**config.mk**
```make
export PLATFORM = sky130hd
export DESIGN_NAME = imap_mutf7_to_utf8_decoder_unit
export DESIGN_NICKNAME = d
export VERILOG_FILES = /design/src/hdl/imc7_pkg.sv /design/src/hdl/imap_mutf7_to_utf8_decoder_unit.sv /design/src/hdl/imc7_decode.sv /design/src/hdl/imc7_out_buf.sv
export SDC_FILE = /design/constraint.sdc
export NUM_CORES = 1
export LEC_CHECK = 0
export BUFFER_PORTS_ARGS = -buffer_cell sky130_fd_sc_hd__buf_2
export CAP_MARGIN = 20
export CORE_ASPECT_RATIO = 0.8
export CORE_UTILIZATION = 56
export CTS_CLUSTER_SIZE = 25
export DETAILED_ROUTE_END_ITERATION = 10
export GPL_TIMING_DRIVEN = 1
export PLACE_DENSITY = 0.74
export SLEW_MARGIN = 20
export SYNTH_ARGS = -nofsm -noshare
export SYNTH_HDL_FRONTEND = slang
export SYNTH_SLANG_ARGS = --single-unit
```
**constraint.sdc**
```tcl
create_clock -name aclk -period 11.2 [get_ports aclk]
set_clock_uncertainty 0.05 [all_clocks]
set_input_delay 1.12 -clock aclk [delete_from_list [all_inputs] [get_ports aclk]]
set_output_delay 1.12 -clock aclk [all_outputs]
set_load 0.02 [all_outputs]
```
**src/hdl/imc7_pkg.sv**
```systemverilog
// Shared types and codes for the IMAP modified UTF-7 to UTF-8 decoder.
// No dependencies; imported by the decode, output buffer, checker and top-level files.
`default_nettype none

package imc7_pkg;

    // Sticky per-string error code, reported in the status field.
    typedef enum logic [2:0] {
        ST_OK            = 3'd0,
        ST_EMPTY_RUN     = 3'd1,
        ST_PAD_BITS      = 3'd2,
        ST_ODD_BYTES     = 3'd3,
        ST_HIGH_UNPAIRED = 3'd4,
        ST_LOW_LONE      = 3'd5
    } status_t;

    // Decoder state carried from one input word to the next.
    typedef struct packed {
        logic       in_run;
        logic       run_empty;
        logic [5:0] bit_buffer;
        logic [2:0] bit_total;
        logic       half_valid;
        logic [7:0] half_unit;
        logic       hs_valid;
        logic [9:0] hs_bits;
        status_t    err;
    } imc7_state_t;

    // Everything one input word produces: up to four result words.
    typedef struct packed {
        logic [3:0][7:0] bytes;      // bytes[0] goes out first
        logic [2:0]      count;      // number of result words, 0 to 4
        logic            data_flag;  // 0 for a status-only word
        logic            done;       // last word closes the string
        status_t         status;
    } imc7_result_t;

endpackage

`default_nettype wire

```
**src/hdl/imap_mutf7_to_utf8_decoder_unit.sv**
```systemverilog
// Top level of the IMAP modified UTF-7 to UTF-8 decoder: input register,
// decode step, state register and output buffer. Depends on imc7_pkg,
// imc7_decode and imc7_out_buf.
//
//   side    ports     tdata          tuser                   tlast
//   slave   s_*       [7:0] in_char  -                       end_of_string
//   master  m_*       [7:0] out_byte [0] byte_valid [3:1] st string_done
//
// One character enters per cycle while the output buffer can take its words; it
// is decoded in the cycle after it is registered. A character yielding more than
// one word holds the next character in the input register while the output buffer
// drains. Characters producing no word never wait on the master.
// Synchronous active-low reset clears the state, the input and output valids.
`default_nettype none

module imap_mutf7_to_utf8_decoder_unit
    import imc7_pkg::*;
(
    input  wire logic       aclk,
    input  wire logic       aresetn,
    input  wire logic       s_tvalid,
    output logic            s_tready,
    input  wire logic [7:0] s_tdata,   // in_char
    input  wire logic       s_tlast,   // end_of_string
    output logic            m_tvalid,
    input  wire logic       m_tready,
    output logic [7:0]      m_tdata,   // out_byte
    output logic            m_tlast,   // string_done
    output logic [3:0]      m_tuser    // [0] byte_valid, [3:1] status
);

    logic         in_valid_reg;
    logic [7:0]   in_char_reg;
    logic         in_eos_reg;
    imc7_state_t  state_reg, state_next;
    imc7_result_t result;
    logic         buf_free;
    logic         advance;

    imc7_decode u_decode (
        .in_char    (in_char_reg),
        .eos        (in_eos_reg),
        .state_i    (state_reg),
        .state_next (state_next),
        .result     (result)
    );

    // commit a word once its results fit in the output buffer
    assign advance  = in_valid_reg && (result.count == 3'd0 || buf_free);
    assign s_tready = !in_valid_reg || advance;

    imc7_out_buf u_out_buf (
        .aclk      (aclk),
        .aresetn   (aresetn),
        .load      (advance && result.count != 3'd0),
        .load_data (result),
        .free      (buf_free),
        .m_tvalid  (m_tvalid),
        .m_tready  (m_tready),
        .m_tdata   (m_tdata),
        .m_tlast   (m_tlast),
        .m_tuser   (m_tuser)
    );

    always_ff @(posedge aclk) begin
        if (!aresetn) begin
            in_valid_reg <= 1'b0;
            state_reg    <= '0;
        end else begin
            if (s_tready) in_valid_reg <= s_tvalid;
            if (advance)  state_reg    <= state_next;
        end
    end

    always_ff @(posedge aclk) begin
        if (s_tvalid && s_tready) begin
            in_char_reg <= s_tdata;
            in_eos_reg  <= s_tlast;
        end
    end

endmodule

`default_nettype wire

```
**src/hdl/imc7_decode.sv**
```systemverilog
// Combinational step of the decoder: one character plus current state gives
// the next state and up to four UTF-8 bytes. Depends on imc7_pkg.
`default_nettype none

module imc7_decode
    import imc7_pkg::*;
(
    input  wire logic [7:0]  in_char,
    input  wire logic        eos,
    input  imc7_state_t      state_i,
    output imc7_state_t      state_next,
    output imc7_result_t     result
);

    localparam logic [7:0] CH_AMP  = 8'h26;
    localparam logic [7:0] CH_DASH = 8'h2d;

    // {valid, sextet value} of one base64 character, ',' alphabet
    function automatic logic [6:0] b64_dec(input logic [7:0] c);
        logic [6:0] r;
        r = '0;
        if (c >= 8'h41 && c <= 8'h5a)      r = {1'b1, 6'(c - 8'd65)};
        else if (c >= 8'h61 && c <= 8'h7a) r = {1'b1, 6'(c - 8'd71)};
        else if (c >= 8'h30 && c <= 8'h39) r = {1'b1, 6'(c + 8'd4)};
        else if (c == 8'h2b)               r = {1'b1, 6'd62};
        else if (c == 8'h2c)               r = {1'b1, 6'd63};
        return r;
    endfunction

    // Error raised when a run closes; an earlier error wins.
    function automatic status_t close_err(input imc7_state_t s);
        status_t e;
        e = s.err;
        if (s.err == ST_OK) begin
            if (s.run_empty)              e = ST_EMPTY_RUN;
            else if (s.bit_buffer != '0)  e = ST_PAD_BITS;
            else if (s.half_valid)        e = ST_ODD_BYTES;
            else if (s.hs_valid)          e = ST_HIGH_UNPAIRED;
        end
        return e;
    endfunction

    function automatic imc7_state_t clear_run(input imc7_state_t s);
        imc7_state_t r;
        r = '0;
        r.err = s.err;
        return r;
    endfunction

    always_comb begin
        imc7_state_t     st;
        logic [3:0][7:0] pb;
        logic [2:0]      pn;
        logic [6:0]      sx;
        logic [11:0]     acc;
        logic [2:0]      tot;
        logic [7:0]      byte_v;
        logic [15:0]     unit;
        logic [20:0]     cp;
        logic            plain;

        st     = state_i;
        pb     = '0;
        pn     = '0;
        sx     = b64_dec(in_char);
        acc    = '0;
        tot    = '0;
        byte_v = '0;
        unit   = '0;
        cp     = '0;
        plain  = 1'b0;

        if (st.in_run) begin
            if (sx[6]) begin
                st.run_empty = 1'b0;
                acc = {st.bit_buffer, sx[5:0]};
                if (st.bit_total >= 3'd2) begin
                    tot    = st.bit_total - 3'd2;
                    byte_v = 8'(acc >> tot);
                    acc    = acc & ((12'd1 << tot) - 12'd1);
                    st.bit_buffer = acc[5:0];
                    st.bit_total  = tot;
                    if (!st.half_valid) begin
                        st.half_unit  = byte_v;
                        st.half_valid = 1'b1;
                    end else begin
                        st.half_valid = 1'b0;
                        unit = {st.half_unit, byte_v};
                        if (st.hs_valid) begin
                            st.hs_valid = 1'b0;
                            if (unit[15:10] == 6'b110111) begin
                                cp = 21'h10000 + 21'({st.hs_bits, unit[9:0]});
                                pb[0] = {5'b11110, cp[20:18]};
                                pb[1] = {2'b10, cp[17:12]};
                                pb[2] = {2'b10, cp[11:6]};
                                pb[3] = {2'b10, cp[5:0]};
                                pn = 3'd4;
                            end else if (st.err == ST_OK) begin
                                st.err = ST_HIGH_UNPAIRED;
                            end
                        end else if (unit[15:10] == 6'b110110) begin
                            st.hs_valid = 1'b1;
                            st.hs_bits  = unit[9:0];
                        end else if (unit[15:10] == 6'b110111) begin
                            if (st.err == ST_OK) st.err = ST_LOW_LONE;
                        end else if (unit <= 16'h007f) begin
                            pb[0] = unit[7:0];
                            pn = 3'd1;
                        end else if (unit <= 16'h07ff) begin
                            pb[0] = {3'b110, unit[10:6]};
                            pb[1] = {2'b10, unit[5:0]};
                            pn = 3'd2;
                        end else begin
                            pb[0] = {4'b1110, unit[15:12]};
                            pb[1] = {2'b10, unit[11:6]};
                            pb[2] = {2'b10, unit[5:0]};
                            pn = 3'd3;
                        end
                    end
                end else begin
                    st.bit_buffer = acc[5:0];
                    st.bit_total  = st.bit_total + 3'd6;
                end
            end else if (st.run_empty && in_char == CH_DASH) begin
                pb[0] = CH_AMP;
                pn = 3'd1;
                st = clear_run(st);
            end else begin
                st.err = close_err(st);
                st = clear_run(st);
                plain = (in_char != CH_DASH);
            end
        end else begin
            plain = 1'b1;
        end

        if (plain) begin
            if (in_char == CH_AMP) begin
                st = clear_run(st);
                st.in_run    = 1'b1;
                st.run_empty = 1'b1;
            end else begin
                pb[0] = in_char;
                pn = 3'd1;
            end
        end

        // drop data once the string has an error
        if (st.err != ST_OK) begin
            pb = '0;
            pn = '0;
        end

        if (eos && st.in_run) begin
            st.err = close_err(st);
            st = clear_run(st);
        end

        result.bytes     = pb;
        result.done      = eos;
        result.status    = st.err;
        result.data_flag = (pn != '0);
        result.count     = (eos && pn == '0) ? 3'd1 : pn;

        state_next = eos ? imc7_state_t'('0) : st;
    end

endmodule

`default_nettype wire

```
**src/hdl/imc7_out_buf.sv**
```systemverilog
// Output register bank: holds the words of one decoded character and
// presents them one per handshake on the master side. Depends on imc7_pkg.
`default_nettype none

module imc7_out_buf
    import imc7_pkg::*;
(
    input  wire logic        aclk,
    input  wire logic        aresetn,
    input  wire logic        load,
    input  imc7_result_t     load_data,
    output logic             free,
    output logic             m_tvalid,
    input  wire logic        m_tready,
    output logic [7:0]       m_tdata,   // out_byte
    output logic             m_tlast,   // string_done
    output logic [3:0]       m_tuser    // [0] byte_valid, [3:1] status
);

    logic [3:0][7:0] bytes_reg;
    logic [2:0]      left_reg, left_next;
    logic [1:0]      idx_reg, idx_next;
    logic            done_reg;
    logic            flag_reg;
    status_t         status_reg;
    logic            take;

    assign take     = m_tvalid && m_tready;
    assign free     = (left_reg == 3'd0) || (left_reg == 3'd1 && m_tready);
    assign m_tvalid = (left_reg != 3'd0);
    assign m_tdata  = bytes_reg[idx_reg];
    assign m_tlast  = done_reg && (left_reg == 3'd1);
    assign m_tuser  = {status_reg, flag_reg};

    always_comb begin
        left_next = left_reg;
        idx_next  = idx_reg;
        if (load) begin
            left_next = load_data.count;
            idx_next  = '0;
        end else if (take) begin
            left_next = left_reg - 3'd1;
            idx_next  = idx_reg + 2'd1;
        end
    end

    always_ff @(posedge aclk) begin
        if (!aresetn) begin
            left_reg <= '0;
            idx_reg  <= '0;
        end else begin
            left_reg <= left_next;
            idx_reg  <= idx_next;
        end
    end

    always_ff @(posedge aclk) begin
        if (load) begin
            bytes_reg  <= load_data.bytes;
            done_reg   <= load_data.done;
            flag_reg   <= load_data.data_flag;
            status_reg <= load_data.status;
        end
    end

endmodule

`default_nettype wire

```
==> summary.log, run 1 <==
INFO  floorplanning  die-height=91.0microns
INFO  sta            timing.setup.tns=0ps
INFO  power          power.ir.vdd_worst=0.0000738V
INFO  job            timing.max_cap.violations=0
INFO  route          vias=4918
INFO  floorplanning  number_of_cell_rows=32
INFO  floorplanning  die_ar=0.0103sqmm
INFO  route          wire_length_per_cell=20.9microns
INFO  synth          synth_seq_area_share=37.7%
INFO  critical_path  cp_max_fo=25
INFO  placement      place_inst=725
INFO  synth          syn-instance-count=594
INFO  sta            post-route-period-util=49.2%
INFO  synth          synth_top_flop_cell=edfxtp_1
INFO  synth          synth_area_leader_cell=edfxtp_1
INFO  route          wl=15.5mm
INFO  critical_path  timing.critical_path.from_type=register
INFO  route          1st_iter_drt_viols=646
INFO  critical_path  worstReg2RegEnd=state_reg[9]
INFO  placement      dp_hpwl=11.2mm
INFO  global_route   wire_length_of_the_first_global_routing_pass=24.3mm
INFO  final_layout   instances_no_fill=742
INFO  route          drt_first_pass_iters=5
INFO  final_layout   diodes=0
INFO  sta            post-route-worst-setup-slack=5690ps
INFO  floorplanning  core_area=0.00965sqmm
INFO  synth          total_nets_after_synthesis=624
INFO  sta            final_hold_violation_count=0
INFO  sta            max-slew-margin-rel=34.7%
INFO  sta            tightest_slew=976ps
INFO  sta            clock.fmax=182MHz
INFO  sta            rsz0062_at_grt=false
INFO  critical_path  timing.setup.critical_path_class=reg2out
INFO  critical_path  timing.rr.start=state_reg[24]
INFO  clock_tree     post-cts-setup-buffers=0
INFO  synth          syn_area=0.00555sqmm
INFO  sta            timing.final.crit_period=5510ps
INFO  route          ant_nets=0
INFO  critical_path  critPathLaunch=state_reg[24]
INFO  critical_path  rr_worst_depth=10
INFO  critical_path  worst-endpoint-arrival=4340ps
INFO  power          fin_total_pwr=0.000955W
INFO  power          leakagePower=2.08nW
INFO  clock_tree     tritoncts_clock_tree=yes
INFO  global_route   grt_pass1_vias=4446
INFO  final_layout   syn2layout_area_growth=9.14%
INFO  clock_tree     cts.sinks=83
INFO  critical_path  critical_path.endpoint=s_tready
INFO  floorplanning  top_level_ports=28
INFO  placement      globalplace.congestion=0.973
INFO  synth          synth_enable_flop_cells=43
INFO  route          drt_drc_violations_left=0
INFO  synth          synthArstFlopShare=0%
INFO  synth          synth.top_cell.area_share=23.3%
INFO  final_layout   final_net_count=631
INFO  critical_path  critical_path.endpoint_type=output pin
INFO  clock_tree     insertion_delay=350ps
INFO  global_route   initial_antenna_violation_count=0
INFO  clock_tree     tritoncts.num_buffers=9
INFO  clock_tree     clkTransAtPathRegs=70ps
INFO  sta            hold_slack=421ps
INFO  global_route   grt_max_degree=40
INFO  floorplanning  effective_utilization_at_floorplan=57.5%
INFO  sta            setup_violations=0
INFO  synth          ys_warn_count=0
INFO  final_layout   drive_above_1_share=13.4%
INFO  floorplanning  die_w=113microns
INFO  hold_path      worst_hold_path_type=reg2reg
INFO  clock_tree     cts_hold_buf=0
INFO  final_layout   largest_reg_flops=34
INFO  placement      preCtsSetupSlack=6160ps
INFO  clock_tree     postCtsResizedCells=0
INFO  synth          postSynthRegisterBits=83
INFO  global_route   globalRouteOverflowTotal=0
INFO  sta            slew_violations=0
INFO  critical_path  worst-r2r-setup-slack=6420ps
INFO  clock_tree     clock_tree.buffer_depth=2
INFO  critical_path  cp_data_required_time=10030ps
INFO  power          power_density=158mW/mm^2
INFO  route          vias_per_cell=6.63
INFO  synth          synth_area_leaders=edfxtp_1, dfxtp_1, ha_1
INFO  clock_tree     root_buffer=clkbuf_16
INFO  outcome        run_status=complete, no violations
INFO  synth          synth.lib_cells_used.distinct=85
INFO  global_route   total_track_usage=31.1%
INFO  clock_tree     clock_tree.htree_level_count=3
INFO  placement      place.port_buffers=27
INFO  synth          syn_avg_cell_area=9.34squm
kinds of logic (layout without fill, tap and decap cells):
| group | Yosys count | after routing | share of synthesized area, % |
|---|---|---|---|
| xor+xnor | 10 | 10 | 1.58 |
| compound gates | 188 | 188 | 25.2 |
| simple gates | 223 | 223 | 22.2 |
| buf+inv | 56 | 68 | 4.72 |
| flops | 83 | 83 | 37.7 |
| fa+ha+maj | 17 | 17 | 3.84 |
| mux | 17 | 17 | 4.69 |
final cells by class:
class | count | area (sq um)
Clock buffer | 13 | 304
Clock inverter | 3 | 22.5
Fill cell | 799 | 3600
Inverter | 21 | 78.8
Multi-Input combinational cell | 455 | 3200
Sequential cell | 83 | 2090
Tap cell | 136 | 170
Timing Repair Buffer | 31 | 185
power breakdown:
part / switching (W) / total, W / leakage, nW / internal, W
Sequential: 0.0000343 / 0.000396 / 0.732 / 0.000362
Combinational: 0.000146 / 0.000240 / 1.19 / 0.0000939
Clock: 0.000127 / 0.000319 / 0.162 / 0.000192
Total: 0.000307 / 0.000955 / 2.08 / 0.000648
stage by stage:
| step | area (sq um) | util, % |
|---|---|---|
| final | 6050 | 62.7 |
| after global placement | 5700 | 59.1 |
| after global routing | 6050 | 62.7 |
| after CTS | 6020 | 62.4 |
| after floorplan | 5550 | - |
| after detailed placement | 5700 | 59.1 |
Yosys cell counts (all sizes together), types with 4 or more instances:
| cell | n |
|---|---|
| or3b | 6 |
| o21a | 8 |
| nand3 | 11 |
| dfxtp | 40 |
| nand2b | 15 |
| xor2 | 7 |
| o31ai | 9 |
| nand4 | 14 |
| nand2 | 57 |
| a211oi | 7 |
| o22ai | 11 |
| o2bb2ai | 18 |
| and2 | 6 |
| o211ai | 6 |
| clkbuf | 16 |
| nor3 | 15 |
| a31oi | 7 |
| mux4 | 7 |
| inv | 21 |
| mux2i | 8 |
| o21ai | 25 |
| buf | 19 |
| ha | 17 |
| a21o | 4 |
| nor4 | 5 |
| or3 | 15 |
| a22oi | 8 |
| nor2 | 44 |
| nor2b | 12 |
| a21oi | 46 |
| a2bb2oi | 4 |
| edfxtp | 43 |
worst max-delay path, stage by stage (launching register included):
cell and delay, ps:
dfxtp_1 750, inv_1 390, ha_1 870, nand4bb_1 210, o221a_2 300, nand2_1 160, a21o_1 240, a221o_4 430
a21oi_1 240, o221ai_1 180, buf_2 210
worst min-delay path by stage:
stage / from / endpoint / cells after the start
floorplan: state_reg[3] / state_reg[3] / 1
global placement: state_reg[4] / state_reg[4] / 1
detailed placement: state_reg[3] / state_reg[3] / 1
CTS: state_reg[3] / state_reg[3] / 1
global route: state_reg[8] / state_reg[8] / 1
finish: state_reg[3] / state_reg[3] / 1
metal layers:
metal	vias up	routed length (microns)	part of all wire (%)	GRT usage (%)
li1	2282	-	-	-
met1	2337	7120	46	46.6
met2	281	6490	42	43.7
met3	18	1740	11	9.35
met4	0	179	1.2	6.69
met5	-	0	0	0
cells in the final DEF, fill, tap and decap left out, drive strengths merged, types with 4 or more instances in the layout:
cell type	synthesis	layout
o22ai	11	11
a21oi	46	46
nor2	44	44
or3	15	15
a22oi	8	8
nor4	5	5
ha	17	17
nand2b	15	15
a2bb2oi	4	4
nand4	14	14
a31oi	7	7
nand3	11	11
o21a	8	8
mux4	7	7
inv	21	22
o211ai	6	6
nand2	57	57
and2	6	6
o21ai	25	25
buf	19	31
a211oi	7	7
o2bb2ai	18	18
a21o	4	4
clkbuf	16	13
dfxtp	40	40
xor2	7	7
nor2b	12	12
edfxtp	43	43
mux2i	8	8
or3b	6	6
nor3	15	15
o31ai	9	9
Note: power is estimated with default switching activity, not from simulation.
==> run 2, diff against run 1 <==
ABC_AREA = 1   (was unset)
PLACE_DENSITY = 0.76   (was 0.74)
clock period = 4.9 ns   (was 11.2 ns; I/O delays follow)
==> run 2 against run 1 <==
Against the previous run:
- setup slack got worse by 5000 ps
- die area rose by 12%
- cell count rose by 48%
- design area rose by 11%
- worst hold slack got worse by 150 ps
- sequential share of layout area fell by 3.3 points
- largest power group is now combinational logic
==> summary.log, run 2 <==
INFO  outcome        run_status=complete, no violations
INFO  global_route   globalRouteOverflowTotal=0 [unchanged]
INFO  sta            timing.final.crit_period=4240ps
INFO  synth          ys_warn_count=0 [unchanged]
INFO  critical_path  cp_max_fo=16 [-36%]
INFO  sta            post-route-period-util=86.6%
INFO  clock_tree     cts.sinks=83 [unchanged]
INFO  sta            tightest_slew=1070ps [+98.2 ps]
INFO  power          share_clk_of_total_power=16.7% [-17 points]
INFO  synth          syn-instance-count=938 [+58%]
INFO  critical_path  worst_path_most_repeated_cell=nand2_1
INFO  critical_path  timing.setup.critical_path_class=reg2out
INFO  power          power_switching=0.00200W [+550%]
INFO  critical_path  critical_path.cell_chain=inv_1 -> ha_1 -> inv_1 -> nand3_1 -> nand3_1 -> nand2_1 -> nand2_1 -> nand2_1 -> nand2_1 -> nand2_1 -> nand3_2 -> nand3_4 -> nand2_4 -> inv_1 -> nand2_1 -> buf_2
INFO  global_route   initial_antenna_violation_count=0 [unchanged]
INFO  route          wl=17.6mm [+14%]
INFO  placement      dp_hpwl=13.0mm [+16%]
INFO  power          power.ir.vdd_worst=0.000383V [+420%]
INFO  sta            final_hold_violation_count=0 [unchanged]
INFO  hold_path      worst_hold_path_type=in2reg
INFO  clock_tree     clkTransAtPathRegs=70ps [about the same]
INFO  final_layout   final_net_count=976 [+55%]
INFO  global_route   total_track_usage=31.5% [+0.37 points]
INFO  placement      place_inst=1079 [+49%]
INFO  critical_path  cp_data_required_time=4360ps [-5670 ps]
INFO  power          power_report.internal_total=0.00194W [+200%]
INFO  clock_tree     tritoncts_clock_tree=yes
INFO  clock_tree     clock_tree.buffer_depth=2 [unchanged]
INFO  critical_path  cp_slowest_cell=ha_1
INFO  power          combPwrFrac=54.8% [+30 points]
INFO  synth          post-synth-top-count-cell=nand2_1
INFO  clock_tree     root_buffer=clkbuf_16
INFO  global_route   grt_pass1_vias=5304 [+19%]
INFO  power          leakagePower=2.96nW [+42%]
INFO  floorplanning  die_w=120microns [+6.0%]
INFO  final_layout   syn2layout_area_growth=7.05%
INFO  synth          total_nets_after_synthesis=968 [+55%]
INFO  clock_tree     clock_tree.htree_level_count=3 [unchanged]
INFO  job            timing.max_cap.violations=0 [unchanged]
INFO  sta            setup_violations=0 [unchanged]
INFO  power          pwr-share-seq=28.6% [-13 points]
INFO  hold_path      min_delay_worst_endpoint=in_char_reg[6]
INFO  floorplanning  top_level_ports=28 [unchanged]
INFO  clock_tree     postCtsResizedCells=0 [unchanged]
INFO  sta            rsz0062_at_grt=false
INFO  critical_path  worst-r2r-setup-slack=880ps [-5540 ps]
INFO  synth          synth.top_cell.area_share=20.7% [-2.6 points]
INFO  floorplanning  effective_utilization_at_floorplan=57.6% [+0.12 points]
INFO  synth          synthSimpleGateAreaFrac=39.0% [+17 points]
INFO  power          sw_share=50.8% [+19 points]
INFO  synth          synth_area_leader_cell=edfxtp_1
INFO  sta            timing.setup.tns=0ps [unchanged]
INFO  critical_path  worst-endpoint-arrival=3700ps [-640 ps]
INFO  final_layout   final_common_cell=nand2_1
INFO  final_layout   largest_reg_flops=34 [unchanged]
INFO  global_route   grt_max_degree=45 [+13%]
INFO  synth          synth.lib_cells_used.distinct=45 [-47%]
INFO  synth          synth-compound-area-share=12.9% [-12 points]
INFO  synth          synth_common_cells=nand2_1, nor2_1, inv_1
INFO  floorplanning  die_ar=0.0116sqmm [+12%]
INFO  final_layout   diodes=0 [unchanged]
INFO  final_layout   most-common-layout-cells=nand2_1, nor2_1, inv_1, nand3_1, o21ai_0
INFO  critical_path  critPathLaunch=state_reg[24]
INFO  route          vias=6143 [+25%]
INFO  clock_tree     insertion_delay=340ps [about the same]
INFO  synth          synth_area_leaders=edfxtp_1, nand2_1, dfxtp_1
INFO  final_layout   instances_no_fill=1095 [+48%]
INFO  floorplanning  core_area=0.0108sqmm [+12%]
INFO  synth          synth_mux_area_share=0.160% [-4.5 points]
INFO  synth          postSynthRegisterBits=83 [unchanged]
INFO  power          power_density=589mW/mm^2 [+270%]
INFO  clock_tree     tritoncts.num_buffers=9 [unchanged]
INFO  final_layout   fillers=1052 [+32%]
INFO  critical_path  rr_worst_depth=17 [+7]
INFO  hold_path      timing.hold.worst_path_depth=1 [unchanged]
INFO  synth          synth_top_flop_cell=edfxtp_1
INFO  placement      place.port_buffers=27 [unchanged]
INFO  final_layout   drive_above_1_share=9.78% [-3.6 points]
INFO  synth          syn_area=0.00625sqmm [+13%]
INFO  synth          synth_enable_flop_cells=43 [unchanged]
INFO  route          1st_iter_drt_viols=787 [+22%]
INFO  clock_tree     post-cts-setup-buffers=0 [unchanged]
INFO  sta            clock.fmax=236MHz
INFO  route          vias_per_cell=5.61 [-15%]
INFO  route          ant_nets=0 [unchanged]
INFO  route          drt_drc_violations_left=0 [unchanged]
INFO  clock_tree     cts_hold_buf=0 [unchanged]
INFO  sta            slew_violations=0 [unchanged]
INFO  hold_path      hold_path_startpoint=s_tdata[6]
INFO  sta            max-slew-margin-rel=27.8% [-7.0 points]
INFO  synth          synth_seq_area_share=33.5% [-4.2 points]
INFO  placement      preCtsSetupSlack=1030ps [-5130 ps]
INFO  global_route   wire_length_of_the_first_global_routing_pass=27.9mm [+15%]
INFO  synth          synthArstFlopShare=0% [unchanged]
INFO  floorplanning  die-height=96.5microns [+6.0%]
INFO  route          drt_first_pass_iters=5 [unchanged]
INFO  route          wire_length_per_cell=16.1microns [-23%]
INFO  critical_path  worstReg2RegEnd=state_reg[0]
INFO  synth          synthAdderAreaFrac=3.40% [-0.43 points]
INFO  critical_path  timing.rr.start=state_reg[24]
INFO  floorplanning  number_of_cell_rows=34 [+6.3%]
INFO  sta            post-route-worst-setup-slack=657ps [-5040 ps]
INFO  critical_path  slowest_delay=670ps [-200 ps]
INFO  synth          dominant_combinational_cell_family_by_area_after_synthesis=simple AND/OR/NAND/NOR gates
INFO  synth          syn_avg_cell_area=6.66squm [-29%]
INFO  placement      globalplace.congestion=0.961 [-1.3%]
INFO  critical_path  timing.critical_path.from_type=register
INFO  synth          synthXorXnorAreaFrac=2.10% [+0.52 points]
INFO  critical_path  critical_path.endpoint_type=output pin
## run 2: cell types whose count changed in the layout (fill, tap and decap cells not counted), sizes merged, moves of 10 or more
cell / change
or3: -15
nand2: +244
nor2: +112
nor3: -12
nand2b: -15
nor2b: -12
o21ai: +43
a21oi: -10
o22ai: +10
inv: +78
nand3: +58
o2bb2ai: -18
## run 2: power groups by stage
stage	clock (W)	combinational, W	sequential, W
4_1_cts	0.000664	0.00211	0.00112
2_1_floorplan	0	0.00163	0.00107
6_report	0.000657	0.00216	0.00113
5_1_grt	0.000694	0.00241	0.00115
3_3_place_gp	0	0.00209	0.00113
3_5_place_dp	0	0.00210	0.00113
## run 2: worst max path at each step
stage	end	slack, ps	cells past startpoint
after floorplan	u_out_buf.bytes_reg[0]	1530	14
after global placement	u_out_buf.status_reg[0]	1150	15
after detailed placement	state_reg[0]	1030	17
after CTS	s_tready	770	16
after global routing	s_tready	290	16
final	s_tready	660	16
## run 2: kinds of logic (layout without fill, tap and decap cells)
kind of cell / count (synthesis) / in the layout
mux: 1 / 1
fa+ha+maj: 17 / 17
simple gates: 546 / 546
xor+xnor: 15 / 15
flops: 83 / 83
buf+inv: 132 / 145
compound gates: 144 / 144
## run 2: metal layers
layer / GRT usage (%) / part of all wire [%]
met1: 47.7 / 49
met2: 45.1 / 40
met3: 6.10 / 9.3
met4: 7.81 / 1.3
met5: 0 / 0
## run 2: through the flow
step,area [sq um],total power (W),hold WS [ps],util [%]
6_report,6690,0.00394,271,61.6
5_1_grt,6690,0.00425,267,61.6
4_1_cts,6690,0.00390,267,61.6
3_5_place_dp,6400,0.00323,424,59.0
3_3_place_gp,6400,0.00322,413,59.0
2_1_floorplan,6250,0.00269,374,-
## run 2: area by class of cell
type | count | area [sq um] | share of cell area [%]
clock inverters | 7 | 58.8 | 0.879
flip-flops and latches | 83 | 2090 | 31.3
clock buffers | 9 | 225 | 3.37
multi-input cells | 723 | 3600 | 53.8
inverters | 98 | 370 | 5.54
well taps | 144 | 180 | 2.69
repair buffers | 31 | 165 | 2.47
## run 2: worst max-delay path, delay by kind of cell (launching register included)
family                   cells  cell delay (ps)
adder cells (fa/ha/maj)      1              670
buffers and inverters        4              780
flip-flops                   1              650
AND/OR/NAND/NOR             11             1250
==> run 3, diff against run 2 <==
CORE_UTILIZATION = 45   (was 56)
PLACE_DENSITY = unset   (was 0.76)
REMOVE_ABC_BUFFERS = 1   (was unset)
==> run 3 against run 2 <==
Against the previous run:
- clock power rose by 2%
- setup slack got worse by 4.7 ps
- sequential cell count did not move
- highest routed layer unchanged
==> summary.log, run 3 (same netlist as run 2, synthesis figures left out) <==
INFO  clock_tree     insertion_delay=340ps [about the same]
INFO  clock_tree     cts_hold_buf=0 [unchanged]
INFO  sta            setup_violations=0 [unchanged]
INFO  floorplanning  effective_utilization_at_floorplan=46.1% [-11 points]
INFO  clock_tree     postCtsResizedCells=0 [unchanged]
INFO  floorplanning  die_w=134microns [+11%]
INFO  clock_tree     tritoncts_clock_tree=yes
INFO  power          combPwrFrac=54.7% [about the same]
INFO  sta            max-slew-margin-rel=53.6% [+26 points]
INFO  power          pwr-share-seq=28.4% [-0.2 points]
INFO  floorplanning  number_of_cell_rows=38 [+12%]
INFO  critical_path  critical_path.endpoint_type=output pin
INFO  clock_tree     root_buffer=clkbuf_16
INFO  floorplanning  top_level_ports=28 [unchanged]
INFO  global_route   global_route.usage.met3=3.81% [-2.3 points]
INFO  placement      place.port_buffers=27 [unchanged]
INFO  critical_path  cp_slowest_cell=ha_1
INFO  critical_path  slowest_delay=670ps [about the same]
INFO  final_layout   most-common-layout-cells=nand2_1, nor2_1, inv_1, nand3_1, o21ai_0
INFO  sta            rsz0062_at_grt=false
INFO  final_layout   final_net_count=976 [unchanged]
INFO  sta            slew_violations=0 [unchanged]
INFO  global_route   grt_pass1_vias=5258 [-0.87%]
INFO  critical_path  cp_max_fo=16 [unchanged]
INFO  clock_tree     clkTransAtPathRegs=70ps [about the same]
INFO  route          drt_first_pass_iters=5 [unchanged]
INFO  sta            timing.final.crit_period=4250ps [+4.74 ps]
INFO  clock_tree     cts.sinks=83 [unchanged]
INFO  final_layout   drive_above_1_share=9.88% [+0.11 points]
INFO  sta            clock.fmax=235MHz [-0.11%]
INFO  power          power_report.internal_total=0.00195W [+0.47%]
INFO  final_layout   largest_reg_flops=34 [unchanged]
INFO  power          power_switching=0.00203W [+1.2%]
INFO  job            timing.max_cap.violations=0 [unchanged]
INFO  placement      place_inst=1115 [+3.3%]
INFO  sta            post-route-period-util=86.7% [+0.097 points]
INFO  power          share_clk_of_total_power=16.8% [about the same]
INFO  final_layout   diodes=0 [unchanged]
INFO  global_route   grt_max_degree=45 [unchanged]
INFO  route          wire_length_per_cell=16.5microns [+2.4%]
INFO  placement      preCtsSetupSlack=815ps [-215 ps]
INFO  clock_tree     clock_tree.buffer_depth=2 [unchanged]
INFO  route          vias_per_cell=5.41 [-3.6%]
INFO  global_route   met1_track_utilization_from_global_routing=43.1% [-4.6 points]
INFO  power          sw_share=51.0% [+0.18 points]
INFO  clock_tree     clock_tree.htree_level_count=3 [unchanged]
INFO  placement      globalplace.congestion=0.961 [about the same]
INFO  floorplanning  die-height=107microns [+11%]
INFO  final_layout   final_common_cell=nand2_1
INFO  clock_tree     post-cts-setup-buffers=0 [unchanged]
INFO  route          ant_nets=0 [unchanged]
INFO  global_route   initial_antenna_violation_count=0 [unchanged]
INFO  global_route   total_track_usage=27.0% [-4.5 points]
INFO  power          power.ir.vdd_worst=0.000376V [-1.7%]
INFO  placement      dp_hpwl=13.3mm [+1.8%]
INFO  power          fin_total_pwr=0.00397W [+0.83%]
INFO  route          vias=6117 [-0.42%]
INFO  critical_path  worst_path_most_repeated_cell=nand2_1
INFO  route          1st_iter_drt_viols=774 [-1.7%]
INFO  critical_path  timing.setup.critical_path_class=reg2out
INFO  global_route   grt-busiest-layer=met1
INFO  sta            final_hold_violation_count=0 [unchanged]
INFO  final_layout   post-route-util=49.8% [-12 points]
INFO  sta            tightest_slew=693ps [-381 ps]
INFO  hold_path      worst_hold_path_type=in2reg
INFO  sta            timing.setup.tns=0ps [unchanged]
INFO  final_layout   syn2layout_area_growth=7.91%
INFO  global_route   globalRouteOverflowTotal=0 [unchanged]
INFO  route          drt_drc_violations_left=0 [unchanged]
INFO  critical_path  worst-endpoint-arrival=3710ps [about the same]
INFO  power          leakagePower=2.96nW [about the same]
INFO  outcome        run_status=complete, no violations
INFO  critical_path  cp_data_required_time=4360ps [about the same]
INFO  global_route   wire_length_of_the_first_global_routing_pass=29.8mm [+6.6%]
INFO  global_route   use_met2=36.8% [-8.3 points]
INFO  floorplanning  core_area=0.0136sqmm [+25%]
INFO  floorplanning  die_ar=0.0144sqmm [+24%]
INFO  critical_path  critical_path.cell_chain=inv_1 -> ha_1 -> inv_1 -> nand3_1 -> nand3_1 -> nand2_1 -> nand2_1 -> nand2_1 -> nand2_1 -> nand2_1 -> nand3_2 -> nand3_4 -> nand2_4 -> inv_1 -> nand2_1 -> buf_2
INFO  sta            post-route-worst-setup-slack=652ps [-4.74 ps]
INFO  critical_path  timing.critical_path.from_type=register
INFO  final_layout   instances_no_fill=1131 [+3.3%]
INFO  clock_tree     tritoncts.num_buffers=9 [unchanged]
INFO  power          power_density=589mW/mm^2 [about the same]
INFO  route          wl=18.7mm [+5.8%]
[run 3: cell types whose count changed in the layout (fill, tap and decap cells not counted)]
cell | previous run | this run
inv_8 | 1 | 0
clkbuf_8 | 0 | 1
inv_6 | 3 | 2
nor4_1 | 1 | 0
nor4_2 | 0 | 1
clkinv_4 | 1 | 2
[run 3: through the flow]
stage	instance area, sq um	hold WS [ps]
after floorplan	6060	405
after CTS	6740	271
after detailed placement	6450	432
after global placement	6450	425
after global routing	6740	271
final	6740	274
[run 3: area by class of cell]
class	count	area, sq um
fillers	1413	6810
multi-input cells	723	3600
flip-flops and latches	83	2090
inverters	98	370
clock buffers	10	239
well taps	180	225
repair buffers	31	165
clock inverters	6	47.5
[run 3: path summary, 6_finish.rpt]
| path | from | to | slack, ps | depth (start not counted) |
|---|---|---|---|---|
| setup / recovery | state_reg[24] | s_tready | 650 | 16 |
| hold / removal | s_tdata[4] | in_char_reg[4] | 270 | 1 |
| setup reg to reg | state_reg[24] | u_out_buf.bytes_reg[9] | 690 | 15 |
| hold reg to reg | state_reg[25] | state_reg[25] | 440 | 2 |
[run 3: per-layer routing]
metal | share of wire (%) | vias up
li1 | - | 3069
met1 | 51 | 2765
met2 | 40 | 249
met3 | 7.4 | 34
met4 | 1.7 | 0
met5 | 0 | -
[run 3: power groups by stage]
stage                     clock network [W]  logic (W)  registers [W]
final                              0.000669    0.00217        0.00113
after global routing               0.000704    0.00241        0.00115
after CTS                          0.000678    0.00213        0.00112
after detailed placement                  0    0.00212        0.00114
after global placement                    0    0.00213        0.00114
after floorplan                           0    0.00153        0.00110
[run 3: worst max-delay path, delay by kind of cell, from the launching register on]
family	cells	cell delay [ps]
buffers and inverters	4	770
adder cells (fa/ha/maj)	1	670
flip-flops	1	640
AND/OR/NAND/NOR	11	1290
